File: src/rtl/core/ahd_pkg.sv
package ahd_pkg;

    localparam int HDR_W        = 56;
    localparam int IN_DATA_W    = 64;
    localparam int OUT_DATA_W   = 88;
    localparam int QUEUE_DEPTH  = 2;

    localparam logic [11:0] ADTS_SYNC = 12'hfff;
    localparam logic [2:0]  MIN_BYTES = 3'd7;

    // frame_length * sample_rate, before the scaling by 8 / 1024
    localparam int PROD_W      = 30;
    localparam int BR_W        = 23;
    localparam int SCALE_SHIFT = 7;
    localparam int SPF_W       = 13;
    localparam int BLOCK_SHIFT = 10;

    // floor(y / 3) = (y * ceil(2^25 / 3)) >> 25, exact for y below 2^24
    localparam int          RECIP_W     = 24;
    localparam logic [23:0] DIV3_MULT   = 24'haaaaab;
    localparam int          DIV3_SHIFT  = 25;
    localparam int          Q3_W        = BR_W + RECIP_W;

    typedef struct packed {
        logic        valid;
        logic        mpeg_id;
        logic [1:0]  layer_bits;
        logic [1:0]  profile_code;
        logic [3:0]  rate_index;
        logic [2:0]  channel_config;
        logic [3:0]  channel_count;
        logic [16:0] sample_rate;
        logic [12:0] frame_length;
        logic [1:0]  raw_blocks;
    } hdr_t;

    function automatic logic [16:0] rate_lookup(input logic [3:0] idx);
        logic [16:0] rate;
        unique case (idx)
            4'd0:    rate = 17'd96000;
            4'd1:    rate = 17'd88200;
            4'd2:    rate = 17'd64000;
            4'd3:    rate = 17'd48000;
            4'd4:    rate = 17'd44100;
            4'd5:    rate = 17'd32000;
            4'd6:    rate = 17'd24000;
            4'd7:    rate = 17'd22050;
            4'd8:    rate = 17'd16000;
            4'd9:    rate = 17'd12000;
            4'd10:   rate = 17'd11025;
            4'd11:   rate = 17'd8000;
            4'd12:   rate = 17'd7350;
            default: rate = 17'd0;
        endcase
        return rate;
    endfunction

    function automatic logic [3:0] chan_lookup(input logic [2:0] cfg);
        logic [3:0] chans;
        unique case (cfg)
            3'd7:    chans = 4'd8;
            default: chans = {1'b0, cfg};
        endcase
        return chans;
    endfunction

endpackage

File: src/rtl/core/ahd_front.sv
module ahd_front
    import ahd_pkg::*;
(
    input  logic [IN_DATA_W-1:0] tdata,
    output hdr_t                 hdr
);

    logic [HDR_W-1:0] bytes_in;
    logic [2:0]       byte_count;
    logic [16:0]      rate;
    logic [3:0]       chans;
    logic             ok;

    assign bytes_in   = tdata[HDR_W-1:0];
    assign byte_count = tdata[HDR_W+2:HDR_W];
    assign rate       = rate_lookup(bytes_in[37:34]);
    assign chans      = chan_lookup(bytes_in[32:30]);

    assign ok = (byte_count >= MIN_BYTES) && (bytes_in[55:44] == ADTS_SYNC)
             && (rate != 17'd0) && (chans != 4'd0);

    // zero every field of a rejected header
    always_comb
    begin
        hdr = '0;
        if (ok)
        begin
            hdr.valid          = 1'b1;
            hdr.mpeg_id        = bytes_in[43];
            hdr.layer_bits     = bytes_in[42:41];
            hdr.profile_code   = bytes_in[39:38];
            hdr.rate_index     = bytes_in[37:34];
            hdr.channel_config = bytes_in[32:30];
            hdr.channel_count  = chans;
            hdr.sample_rate    = rate;
            hdr.frame_length   = bytes_in[25:13];
            hdr.raw_blocks     = bytes_in[1:0];
        end
    end

endmodule

File: src/rtl/core/ahd_queue.sv
module ahd_queue
    import ahd_pkg::*;
#(
    parameter int DEPTH = QUEUE_DEPTH
)
(
    input  logic clk,
    input  logic rst_n,
    input  logic push,
    input  hdr_t push_data,
    output logic ready,
    input  logic pop,
    output hdr_t pop_data,
    output logic not_empty
);

    localparam int PTR_W = $clog2(DEPTH);
    localparam int CNT_W = $clog2(DEPTH + 1);

    hdr_t             store [DEPTH];
    logic [PTR_W-1:0] wr_ptr_reg, wr_ptr_next;
    logic [PTR_W-1:0] rd_ptr_reg, rd_ptr_next;
    logic [CNT_W-1:0] count_reg, count_next;

    assign ready     = (count_reg != CNT_W'(DEPTH));
    assign not_empty = (count_reg != '0);
    assign pop_data  = store[rd_ptr_reg];

    always_comb
    begin
        wr_ptr_next = wr_ptr_reg;
        rd_ptr_next = rd_ptr_reg;
        count_next  = count_reg;
        if (push)
            wr_ptr_next = (wr_ptr_reg == PTR_W'(DEPTH - 1)) ? '0 : wr_ptr_reg + 1'b1;
        if (pop)
            rd_ptr_next = (rd_ptr_reg == PTR_W'(DEPTH - 1)) ? '0 : rd_ptr_reg + 1'b1;
        if (push && !pop)
            count_next = count_reg + 1'b1;
        else if (pop && !push)
            count_next = count_reg - 1'b1;
    end

    always_ff @(posedge clk or negedge rst_n)
    begin
        if (!rst_n)
        begin
            wr_ptr_reg <= '0;
            rd_ptr_reg <= '0;
            count_reg  <= '0;
        end
        else
        begin
            wr_ptr_reg <= wr_ptr_next;
            rd_ptr_reg <= rd_ptr_next;
            count_reg  <= count_next;
        end
    end

    always_ff @(posedge clk)
    begin
        if (push)
            store[wr_ptr_reg] <= push_data;
    end

    a_no_overflow: assert property (@(posedge clk) disable iff (!rst_n)
        count_reg <= CNT_W'(DEPTH))
        else $error("queue holds more entries than its depth");

    a_no_underflow: assert property (@(posedge clk) disable iff (!rst_n)
        pop |-> not_empty)
        else $error("queue popped while empty");

    a_count_track: assert property (@(posedge clk) disable iff (!rst_n)
        (push && !pop) |=> (count_reg == $past(count_reg) + 1'b1))
        else $error("queue count missed a write");

endmodule

File: src/rtl/core/ahd_back.sv
module ahd_back
    import ahd_pkg::*;
(
    input  logic                  clk,
    input  logic                  rst_n,
    input  logic                  q_valid,
    input  hdr_t                  q_data,
    output logic                  q_pop,
    output logic                  m_tvalid,
    input  logic                  m_tready,
    output logic [OUT_DATA_W-1:0] m_tdata,
    output logic                  m_tuser
);

    // stage A: frame_length * sample_rate
    logic              a_valid_reg;
    hdr_t              a_hdr_reg;
    logic [PROD_W-1:0] a_prod_reg, a_prod_next;

    // stage B: scaled product and its multiple by the reciprocal of three
    logic              b_valid_reg;
    hdr_t              b_hdr_reg;
    logic [BR_W-1:0]   b_y_reg, b_y_next;
    logic [Q3_W-1:0]   b_q3_reg, b_q3_next;

    // output register
    logic              o_valid_reg;
    hdr_t              o_hdr_reg;
    logic [SPF_W-1:0]  o_spf_reg, o_spf_next;
    logic [BR_W-1:0]   o_br_reg, o_br_next;

    logic out_load, b_load, a_load;

    assign out_load = b_valid_reg && (!o_valid_reg || m_tready);
    assign b_load   = a_valid_reg && (!b_valid_reg || out_load);
    assign a_load   = q_valid && (!a_valid_reg || b_load);
    assign q_pop    = a_load;

    assign a_prod_next = PROD_W'(q_data.frame_length) * PROD_W'(q_data.sample_rate);
    assign b_y_next    = a_prod_reg[PROD_W-1:SCALE_SHIFT];
    assign b_q3_next   = Q3_W'(b_y_next) * Q3_W'(DIV3_MULT);

    // divide by the number of raw blocks: one, two, three or four
    always_comb
    begin
        unique case (b_hdr_reg.raw_blocks)
            2'd0:    o_br_next = b_y_reg;
            2'd1:    o_br_next = b_y_reg >> 1;
            2'd2:    o_br_next = BR_W'(b_q3_reg[Q3_W-1:DIV3_SHIFT]);
            default: o_br_next = b_y_reg >> 2;
        endcase
        o_spf_next = '0;
        if (b_hdr_reg.valid)
            o_spf_next = {3'(b_hdr_reg.raw_blocks) + 3'd1, BLOCK_SHIFT'(0)};
    end

    always_ff @(posedge clk or negedge rst_n)
    begin
        if (!rst_n)
        begin
            a_valid_reg <= 1'b0;
            b_valid_reg <= 1'b0;
            o_valid_reg <= 1'b0;
        end
        else
        begin
            if (!a_valid_reg || b_load)
                a_valid_reg <= a_load;
            if (!b_valid_reg || out_load)
                b_valid_reg <= b_load;
            if (!o_valid_reg || m_tready)
                o_valid_reg <= out_load;
        end
    end

    always_ff @(posedge clk)
    begin
        if (a_load)
        begin
            a_hdr_reg  <= q_data;
            a_prod_reg <= a_prod_next;
        end
        if (b_load)
        begin
            b_hdr_reg <= a_hdr_reg;
            b_y_reg   <= b_y_next;
            b_q3_reg  <= b_q3_next;
        end
        if (out_load)
        begin
            o_hdr_reg <= b_hdr_reg;
            o_spf_reg <= o_spf_next;
            o_br_reg  <= o_br_next;
        end
    end

    assign m_tvalid = o_valid_reg;
    assign m_tuser  = o_hdr_reg.valid;
    assign m_tdata  = {
        4'd0,
        o_br_reg,
        o_spf_reg,
        o_hdr_reg.raw_blocks,
        o_hdr_reg.frame_length,
        o_hdr_reg.sample_rate,
        o_hdr_reg.channel_count,
        o_hdr_reg.channel_config,
        o_hdr_reg.rate_index,
        o_hdr_reg.profile_code,
        o_hdr_reg.layer_bits,
        o_hdr_reg.mpeg_id
    };

    a_reject_zero: assert property (@(posedge clk) disable iff (!rst_n)
        (m_tvalid && !o_hdr_reg.valid) |-> (o_br_reg == '0 && o_spf_reg == '0))
        else $error("rejected header carries a non-zero rate or frame size");

    a_spf_blocks: assert property (@(posedge clk) disable iff (!rst_n)
        (m_tvalid && o_hdr_reg.valid)
            |-> (o_spf_reg[SPF_W-1:BLOCK_SHIFT] == 3'(o_hdr_reg.raw_blocks) + 3'd1))
        else $error("samples per frame disagree with raw block count");

    a_single_block: assert property (@(posedge clk) disable iff (!rst_n)
        $past(out_load) && $past(b_hdr_reg.raw_blocks) == 2'd0 |-> o_br_reg == $past(b_y_reg))
        else $error("single-block bit rate differs from scaled product");

    a_pop_lands: assert property (@(posedge clk) disable iff (!rst_n)
        q_pop |=> a_valid_reg)
        else $error("popped header lost before the first stage");

endmodule

File: src/rtl/core/adts_header_decode.sv
// ADTS header decoder.
//
// Slave channel: s_tdata carries the first seven bytes of a candidate frame
// (byte zero in bits 55:48) and the number of bytes actually present.
// Master channel: one transaction per input transaction, in order. m_tuser
// is high when sync, rate index, channel configuration and length checks all
// pass; otherwise every field in m_tdata is zero.
//
// Between the input queue and m_tvalid a header passes through the
// two multiplier stages (frame_length * sample_rate, then the reciprocal
// multiply for three raw blocks) and the output register.
// Throughput: one header per cycle while m_tready stays high.
//
// Reset clears the input queue and all stage valid flags; no transaction
// is presented afterwards until a new one is accepted.
// When m_tready is low the pipeline closes its bubbles, then the input
// queue fills, and s_tready drops once it is full; nothing is dropped.
module adts_header_decode
    import ahd_pkg::*;
#(
    parameter int QUEUE_DEPTH_P = QUEUE_DEPTH
)
(
    input  logic                  clk,
    input  logic                  rst_n,
    input  logic                  s_tvalid,
    output logic                  s_tready,
    input  logic [IN_DATA_W-1:0]  s_tdata,  // header_bytes[55:0], byte_count[58:56]
    output logic                  m_tvalid,
    input  logic                  m_tready,
    output logic [OUT_DATA_W-1:0] m_tdata,  // mpeg_id[0], layer_bits[2:1],
                                            // profile_code[4:3], rate_index[8:5],
                                            // channel_config[11:9],
                                            // channel_count[15:12],
                                            // sample_rate[32:16],
                                            // frame_length[45:33], raw_blocks[47:46],
                                            // samples_per_frame[60:48],
                                            // bit_rate[83:61]
    output logic                  m_tuser   // header_valid[0]
);

    hdr_t front_hdr;
    hdr_t q_data;
    logic q_ready;
    logic q_valid;
    logic q_pop;

    assign s_tready = q_ready;

    ahd_front u_front (
        .tdata (s_tdata),
        .hdr   (front_hdr)
    );

    ahd_queue #(
        .DEPTH (QUEUE_DEPTH_P)
    ) u_queue (
        .clk       (clk),
        .rst_n     (rst_n),
        .push      (s_tvalid && q_ready),
        .push_data (front_hdr),
        .ready     (q_ready),
        .pop       (q_pop),
        .pop_data  (q_data),
        .not_empty (q_valid)
    );

    ahd_back u_back (
        .clk      (clk),
        .rst_n    (rst_n),
        .q_valid  (q_valid),
        .q_data   (q_data),
        .q_pop    (q_pop),
        .m_tvalid (m_tvalid),
        .m_tready (m_tready),
        .m_tdata  (m_tdata),
        .m_tuser  (m_tuser)
    );

endmodule

File: config.mk
export PLATFORM = sky130hd
export DESIGN_NAME = adts_header_decode
export DESIGN_NICKNAME = d
export VERILOG_FILES = /design/src/rtl/core/ahd_pkg.sv /design/src/rtl/core/ahd_front.sv /design/src/rtl/core/ahd_queue.sv /design/src/rtl/core/ahd_back.sv /design/src/rtl/core/adts_header_decode.sv
export SDC_FILE = /design/constraint.sdc
export NUM_CORES = 1
export LEC_CHECK = 0
export BUFFER_PORTS_ARGS = -buffer_cell sky130_fd_sc_hd__buf_2
export CORE_UTILIZATION = 60
export DETAILED_ROUTE_END_ITERATION = 12
export PLACE_DENSITY = 0.79
export SYNTH_ARGS = -nofsm -noshare
export SYNTH_HDL_FRONTEND = slang
export SYNTH_SLANG_ARGS = --single-unit
File: constraint.sdc
create_clock -name clk -period 8.42 [get_ports clk]
set_input_delay 1.263 -clock clk [delete_from_list [all_inputs] [get_ports clk]]
set_output_delay 1.263 -clock clk [all_outputs]
set_load 0.05 [all_outputs]
After elaboration in Yosys (flattened, before gate mapping)
Memory sizes are Yosys's and may differ from the RTL's.
Index checks and enable logic that the tools add are counted.

storage, ports and cells
  bits in registers = 290
  latch bits = 0
  memory bits (writable) = 98
  memory bits (read-only) = 272
  word-level logic and storage cells = 88
  memories = 2

operators by class
  add/subtract/negate cells = 5
  multiply operators = 2
  divide/modulo/power cells = 0
  order comparisons = 1
  equal/unequal tests = 5
  shifts and indexed selects = 0
  multiplexer cells = 9
  bitwise operators = 0
  reductions and logical operators = 22

memory list
  memory            words  width  read ports  clocked after memory_dff  write ports  RTL line         RTL
  (name not given)  16     17     1           0                         0            ahd_pkg.sv:39    unique case (idx)
  u_queue.store     2      49     1           0                         1            ahd_queue.sv:20  hdr_t store [DEPTH];

operator list
  operator                                              count
  case mux 23 bit (3 select lines)                      1
  2-to-1 mux 49 bit                                     1
  multiplier 23 x 24 -> 47 bit (second input constant)  1
  multiplier 13 x 17 -> 30 bit                          1
  nonzero test 17 bit                                   1
  equality test 12 bit (second input constant)          1
  logical AND 1 bit                                     9
  zero test 1 bit                                       5
  2-to-1 mux 1 bit                                      4
  2-to-1 mux 2 bit                                      2
  2-to-1 mux 4 bit                                      1
  nonzero test 2 bit                                    2
  nonzero test 4 bit                                    1
  adder 2 x 1 -> 3 bit (second input constant)          1
  equality test 3 bit (second input constant)           1
  >= comparator 3 bit (second input constant)           1
  logical OR 1 bit                                      3
  adder 1 bit (second input constant)                   2
  adder 2 x 1 -> 2 bit (second input constant)          1
  equality test 2 x 1 -> 1 bit (second input constant)  1
  equality test 2 bit (second input constant)           1
  zero test 2 bit                                       1
  != test 2 bit (second input constant)                 1
  subtractor 2 x 1 -> 2 bit (second input constant)     1

Depth between registers and ports, before layout
Gate-level depths: netlist (run 1).

  word-level depth = 10
  gate-level depth with buffers = 25

By module
Synthesis (run 1) repeated with hierarchy kept, for this count alone.

second synthesis, totals
  cell total of the unflattened synthesis = 2133
  area, all modules = 26711.9 µm²

by module, submodules not included
  module              times used  cells an instance  area an instance (µm²)  seq. area each (µm²)
  ahd_back            1           1805               21680.8                 7312.0
  ahd_queue           1           169                3978.8                  3042.9
  ahd_front           1           158                1046.0                  0.0
  adts_header_decode  1           1                  6.3                     0.0

Least setup slack after synthesis (run 1)
OpenSTA, ideal clock, no wires.

  kind = register -> register
  start = register u_queue.rd_ptr_reg
  end = register u_back.a_prod_reg[25], data pin
  library setup time = 0.260 ns
  arrival time = 6.062 ns
  required time = 8.160 ns
  setup slack = 2.098 ns
  stages on the path, launching flop included = 22
  buffers on the path = 3
  period minus slack after synthesis = 6.322 ns
  path through = dfrtp_1 > buf_6 > clkbuf_1 > mux2i_1 > clkbuf_1 > nor2_1 > fa_1 > inv_1 > fa_1 > fa_1 > fa_1 > inv_1 > fa_1 > ha_1 > a211oi_1 > nor2_1 > a2111o_1 > o221ai_2 > o211ai_2 > a31oi_1 > o21bai_2 > xor2_1

between the ends
  longest elaborated chain between the ends = 2

ends and longest elaborated chain
  element                       RTL line         RTL
  start: declaration            ahd_queue.sv:22  logic [PTR_W-1:0] rd_ptr_reg, rd_ptr_next;
  start signal: assignment      ahd_queue.sv:55  rd_ptr_reg <= rd_ptr_next;
  memory (2 x 49 bit)           -
  multiplier 13 x 17 -> 30 bit  ahd_back.sv:39   assign a_prod_next = PROD_W'(q_data.frame_length) * PROD_W'(q_data.sample_rate);
  via u_back.a_prod_next[25]    ahd_back.sv:18   logic [PROD_W-1:0] a_prod_reg, a_prod_next;
  end signal: assignment        ahd_back.sv:81   a_prod_reg <= a_prod_next;
  end: declaration              ahd_back.sv:18

The timed path passes the listed nets, and every way through them passes these cells.
A chain may end at the register's enable or synchronous reset.

==> results.sh, run 1 <==
export IMPL_synth_warning_count=0
export IMPL_antenna_cells=0
export IMPL_synthFlopType="edfxtp_1"
export IMPL_cts_tree="built"
export IMPL_cts_resized=0
export IMPL_critPathArrivalTime_ps=7580
export IMPL_setup_slack_ps=1140
export IMPL_synth_area_leaders="edfxtp_1 (39%), fa_1 (24%), ha_1 (13%)"
export IMPL_fill_cells=3018
export IMPL_io_pins=159
export IMPL_hold_class="reg -> reg"
export IMPL_r2r_slack_ps=1140
export IMPL_critPathLaunchType="flop"
export IMPL_cts_buffer_depth=3
export IMPL_final_min_clock_period_ps=7280
export IMPL_netlist_area_leader_share_pct=39.1
export IMPL_gp_congestion=0.906
export IMPL_row_count=75
export IMPL_slew_headroom_pct=18.1
export IMPL_core_area_um2=42300
export IMPL_skew_ps=9.91
export IMPL_grt_max_degree=76
export IMPL_cts_made_buffers=37
export IMPL_io_buffers=122
export IMPL_detail_route_iter0_violations=1002
export IMPL_ys_seq_area_share_pct=39.8
export IMPL_setup_viol=0
export IMPL_start_util_pct=61.5
export IMPL_final_net_count=2907
export IMPL_fin_hold_ws_ps=414
export IMPL_synth_distinct_cells=71
export IMPL_area_delta_synth_final_pct=9.74
export IMPL_hold_viol_final=0
export IMPL_grt_pass1_wl_um=85800
export IMPL_top_usage_layer="met2"
export IMPL_grtUsageMet1_pct=31.2
export IMPL_cp_max_fo=26
export IMPL_synth_async_reset_ratio_pct=2.02
export IMPL_die_area_um2=44200
export IMPL_largest_reg_flops=98
export IMPL_utilization_pct=67.5
export IMPL_avgViaCountPerCell=5.54
export IMPL_hold_buffers=0
export IMPL_die_h_um=210
export IMPL_drive_gt1_share_pct=10.6
export IMPL_num_vias=15900
export IMPL_fin_setup_tns_ps=0
export IMPL_clock_sinks=346
export IMPL_root_buffer="clkbuf_16"
export IMPL_cts_setup_buffers=0
export IMPL_grtUsageTotal_pct=25.0
export IMPL_antenna_found_initial=0
export IMPL_synth_largest_area_cell="edfxtp_1"
export IMPL_r2r_start="u_queue.rd_ptr_reg$_DFFE_PN0P_"
export IMPL_required_ps=8720
export IMPL_min_path_cells=0
export IMPL_slew_violations=0
export IMPL_worst_slew_pin_slew_ps=1220
export IMPL_crit_path_end_kind="flop"
export IMPL_grtUsageMet2_pct=43.7
export IMPL_crit_type="reg -> reg"
export IMPL_post_drt_wl_per_cell_um=18.3
export IMPL_synth_edf_count=339
export IMPL_dp_slack_ps=1240
export IMPL_ant_nets=0
export IMPL_period_share_pct=86.5
export IMPL_min_from="u_back.b_hdr_reg[41]$_DFFE_PP_"
export IMPL_status="finished, final reports clean"
export IMPL_grt_pass1_vias=17400
export IMPL_holdPathEnd="u_back.m_tdata[7]$_DFFE_PP_"
export IMPL_insertion_delay_ps=560
export IMPL_r2r_end="u_back.a_prod_reg[25]$_DFFE_PP_"
export IMPL_maxCapViolCount=0
export IMPL_avgSynthCellArea_um2=12.3
export IMPL_clk_pin_slew_worst_paths_ps=60
export IMPL_ys_ff_latch=346
export IMPL_overflow=0
export IMPL_dp_hpwl_um=41100
export IMPL_rsz0062_at_grt="false"
export IMPL_fmax_mhz=137
export IMPL_cts_htree_levels=2
export IMPL_die_w_um=210
export IMPL_syn_area_um2=26000
export IMPL_drt_wl_total_um=52500
export IMPL_drc=0
export IMPL_drtPass1Iterations=6
export IMPL_reg2reg_depth=20
export IMPL_met3_usage_pct=3.86
export IMPL_syn_inst=2122
-- synth_stat cells, types with 8 or more instances --
library cell / count
mux2_2: 22
buf_4: 14
xnor2_1: 29
a211oi_1: 9
nor3_1: 16
mux2i_1: 47
ha_1: 264
nand2_1: 164
a21oi_1: 49
clkbuf_1: 28
o21ai_0: 25
a222oi_1: 22
o21a_1: 9
xor2_1: 19
fa_1: 308
buf_1: 9
nand3_1: 8
and3_1: 9
edfxtp_1: 339
clkinv_1: 12
and2_1: 36
a21o_1: 18
nand2b_1: 9
nor2_1: 136
inv_1: 427
-- layout by cell type, fill, tap and decap left out, drive strengths merged, types with 14 or more instances in the layout --
cell    count
inv       430
edfxtp    339
fa        308
ha        264
nand2     164
buf       147
nor2      136
a21oi      49
clkbuf     48
mux2i      47
and2       36
xnor2      29
o21ai      27
mux2       22
a222oi     22
clkinv     22
xor2       19
a21o       18
nor3       16
conb       14
-- stage by stage --
step | instance area [µm²] | std cells
global placement | 27300 | 2805
detailed placement | 27300 | 2805
floorplan | 26100 | 2135
CTS | 28600 | 2871
finish | 28600 | 2871
global route | 28600 | 2871
-- per-layer routing --
metal	part of all wire, %	vias to the layer above	routed length, µm
met4	3.7	0	1950
met5	0	-	0
met1	40	8000	21000
met2	51	509	26700
li1	-	7281	-
met3	5.5	125	2910
-- worst max path at each step --
stage                                   start                              end  slack, ps  cells past startpoint
6_report       u_queue.rd_ptr_reg$_DFFE_PN0P_  u_back.a_prod_reg[25]$_DFFE_PP_       1140                     20
5_1_grt        u_queue.rd_ptr_reg$_DFFE_PN0P_  u_back.a_prod_reg[25]$_DFFE_PP_        890                     20
4_1_cts        u_queue.rd_ptr_reg$_DFFE_PN0P_  u_back.a_prod_reg[25]$_DFFE_PP_       1190                     20
3_5_place_dp   u_queue.rd_ptr_reg$_DFFE_PN0P_  u_back.a_prod_reg[25]$_DFFE_PP_       1240                     20
3_3_place_gp   u_queue.rd_ptr_reg$_DFFE_PN0P_  u_back.a_prod_reg[29]$_DFFE_PP_       1310                     20
2_1_floorplan  u_queue.rd_ptr_reg$_DFFE_PN0P_  u_back.a_prod_reg[25]$_DFFE_PP_       2100                     21
-- cell type report --
class / count / area [µm²] / area share, %
timing repair buffer: 147 / 798 / 2.80
multi-input combinational: 1295 / 13800 / 48.4
inverter: 440 / 1650 / 5.78
sequential: 346 / 10400 / 36.3
tap: 577 / 722 / 2.53
clock inverter: 18 / 228 / 0.797
clock buffer: 48 / 988 / 3.46
-- worst max-delay path, stage by stage, from the launching register on --
cell and delay (ps):
dfrtp_2 840, mux2i_1 660, clkinv_1 570, nand2_1 230
fa_1 430, inv_1 80, fa_1 450, fa_1 520
inv_1 60, fa_1 530, inv_1 50, fa_1 370
ha_1 360, a211oi_1 250, nor2_1 110, a2111o_1 370
o221ai_2 390, o211ai_2 170, a31oi_1 320, o21bai_2 90
xor2_1 150
-- cells by family after synthesis --
kind of cell / after synthesis / synth area share [%]
adder cells (fa/ha/maj): 572 / 36.4
buffers and inverters: 494 / 7.37
XOR/XNOR: 48 / 1.62
flip-flops: 346 / 39.8
AND/OR/NAND/NOR: 409 / 6.95
other: 1 / 0.0144
AO/OA/AOI/OAI: 183 / 5.13
multiplexers: 69 / 2.76
Power of run 1 is not shown: default switching activity piles up to over one toggle a cycle in this logic, so the estimate is an artifact.
==> run 2, diff against run 1 <==
CTS_BUF_LIST = sky130_fd_sc_hd__clkbuf_16   (was unset)
==> run 2 against run 1 <==
  * Worst hold slack about the same
  * Utilization unchanged
  * Clock skew grew 1.1 ps
  * Die area unchanged
  * Setup slack worse by 3.4 ps
  * Register-to-register slack is essentially flat
  * Largest cell class unchanged
==> results.sh, run 2 (synthesis results as in run 1) <==
export IMPL_min_from="u_back.b_hdr_reg[41]$_DFFE_PP_"
export IMPL_crit_path_max_incr_delay_ps=840
export IMPL_area_delta_synth_final_pct=9.74
export IMPL_slew_violations=0
export IMPL_drtPass1Iterations=6
export IMPL_overflow=0
export IMPL_dp_hpwl_um=41100
export IMPL_root_buffer="clkbuf_16"
export IMPL_worst_slew_pin_slew_ps=1220
export IMPL_required_ps=8720
export IMPL_hold_class="reg -> reg"
export IMPL_r2r_end="u_back.a_prod_reg[25]$_DFFE_PP_"
export IMPL_clk_pin_slew_worst_paths_ps=60
export IMPL_min_path_cells=0
export IMPL_final_cell_mix="inv_1 (436), edfxtp_1 (339), fa_1 (308)"
export IMPL_critPathArrivalTime_ps=7590
export IMPL_ant_nets=0
export IMPL_crit_family="adder cells"
export IMPL_maxCapViolCount=0
export IMPL_r2r_start="u_queue.rd_ptr_reg$_DFFE_PN0P_"
export IMPL_crit_type="reg -> reg"
export IMPL_io_pins=159
export IMPL_holdPathEnd="u_back.m_tdata[7]$_DFFE_PP_"
export IMPL_die_h_um=210
export IMPL_cts_setup_buffers=0
export IMPL_hold_buffers=0
export IMPL_post_drt_wl_per_cell_um=18.3
export IMPL_antenna_found_initial=0
export IMPL_row_count=75
export IMPL_fmax_mhz=137
export IMPL_cts_resized=0
export IMPL_grt_pass1_vias=17400
export IMPL_cts_tree="built"
export IMPL_largest_reg_flops=98
export IMPL_drt_wl_total_um=52500
export IMPL_slew_headroom_pct=17.9
export IMPL_detail_route_iter0_violations=1028
export IMPL_fill_cells=3018
export IMPL_core_area_um2=42300
export IMPL_cp_max_fo=26
export IMPL_grt_pass1_wl_um=85800
export IMPL_worst_path_buf_inv=4
export IMPL_cts_htree_levels=2
export IMPL_drive_gt1_share_pct=10.6
export IMPL_setup_viol=0
export IMPL_cts_made_buffers=37
export IMPL_crit_slowest_cell="dfrtp_2"
export IMPL_grt_max_degree=76
export IMPL_die_w_um=210
export IMPL_io_buffers=122
export IMPL_rsz0062_at_grt="false"
export IMPL_start_util_pct=61.5
export IMPL_crit_chain="mux2i_1, clkinv_1, nand2_1, fa_1, inv_1, fa_1, fa_1, inv_1, fa_1, inv_1, fa_1, ha_1, a211oi_1, nor2_1, a2111o_1, o221ai_2, o211ai_2, a31oi_1, o21bai_2, xor2_1"
export IMPL_cts_buffer_depth=3
export IMPL_gp_congestion=0.906
export IMPL_antenna_cells=0
export IMPL_crit_top_cell="fa_1"
export IMPL_insertion_delay_ps=560
export IMPL_hold_viol_final=0
export IMPL_fin_setup_tns_ps=0
export IMPL_drc=0
export IMPL_critPathLaunchType="flop"
export IMPL_clock_sinks=346
export IMPL_die_area_um2=44200
export IMPL_avgViaCountPerCell=5.56
export IMPL_period_share_pct=86.5
export IMPL_reg2reg_depth=20
export IMPL_final_common_cell="inv_1"
export IMPL_grtUsageTotal_pct=25.0
export IMPL_final_net_count=2907
export IMPL_num_vias=16000
export IMPL_r2r_slack_ps=1130
export IMPL_crit_path_end_kind="flop"
export IMPL_skew_ps=11.0
export IMPL_final_min_clock_period_ps=7290
export IMPL_status="finished, final reports clean"
run 2: cell count changes in the layout (fill, tap and decap cells not counted):
cell / delta
inv_1: +10
clkbuf_1: -10
run 2: area by class of cell:
| cell class | instances | area, µm² | area share, % |
|---|---|---|---|
| Clock buffer | 38 | 951 | 3.33 |
| Tap cell | 577 | 722 | 2.53 |
| Timing Repair Buffer | 147 | 798 | 2.80 |
| Clock inverter | 28 | 265 | 0.929 |
| Inverter | 440 | 1650 | 5.78 |
| Multi-Input combinational cell | 1295 | 13800 | 48.4 |
| Sequential cell | 346 | 10400 | 36.3 |
run 2: routing by layer:
metal	up-vias	track usage [%]	share of wire [%]	routed length (µm)
li1	7279	-	-	-
met1	8018	31.2	40	21000
met2	539	43.7	51	26700
met3	122	3.86	5.6	2940
met4	0	10.0	3.6	1910
met5	-	0	0	0
run 2: worst register-to-register path: stages (launching register included):
cell	delay, ps
dfrtp_2	840
mux2i_1	680
clkinv_1	570
nand2_1	230
fa_1	430
inv_1	80
fa_1	450
fa_1	520
inv_1	60
fa_1	530
inv_1	50
fa_1	370
ha_1	360
a211oi_1	250
nor2_1	110
a2111o_1	370
o221ai_2	390
o211ai_2	180
a31oi_1	320
o21bai_2	90
xor2_1	150
run 2: how the worst max path moves through the flow:
stage | startpoint | endpoint | cells past startpoint | slack (ps)
after floorplan | u_queue.rd_ptr_reg$_DFFE_PN0P_ | u_back.a_prod_reg[25]$_DFFE_PP_ | 21 | 2100
after global placement | u_queue.rd_ptr_reg$_DFFE_PN0P_ | u_back.a_prod_reg[29]$_DFFE_PP_ | 20 | 1310
after detailed placement | u_queue.rd_ptr_reg$_DFFE_PN0P_ | u_back.a_prod_reg[25]$_DFFE_PP_ | 20 | 1240
after CTS | u_queue.rd_ptr_reg$_DFFE_PN0P_ | u_back.a_prod_reg[25]$_DFFE_PP_ | 20 | 1190
after global routing | u_queue.rd_ptr_reg$_DFFE_PN0P_ | u_back.a_prod_reg[25]$_DFFE_PP_ | 20 | 890
final | u_queue.rd_ptr_reg$_DFFE_PN0P_ | u_back.a_prod_reg[25]$_DFFE_PP_ | 20 | 1130
run 2: through the flow:
stage	std cells	utilization [%]	hold slack [ps]	setup slack [ps]	instance area, µm²
after floorplan	2135	-	400	2100	26100
final	2871	67.5	414	1130	28600
after CTS	2871	67.5	416	1190	28600
after global placement	2805	64.6	401	1310	27300
after detailed placement	2805	64.6	405	1240	27300
after global routing	2871	67.5	421	887	28600
Power of run 2 is left out for the same reason.
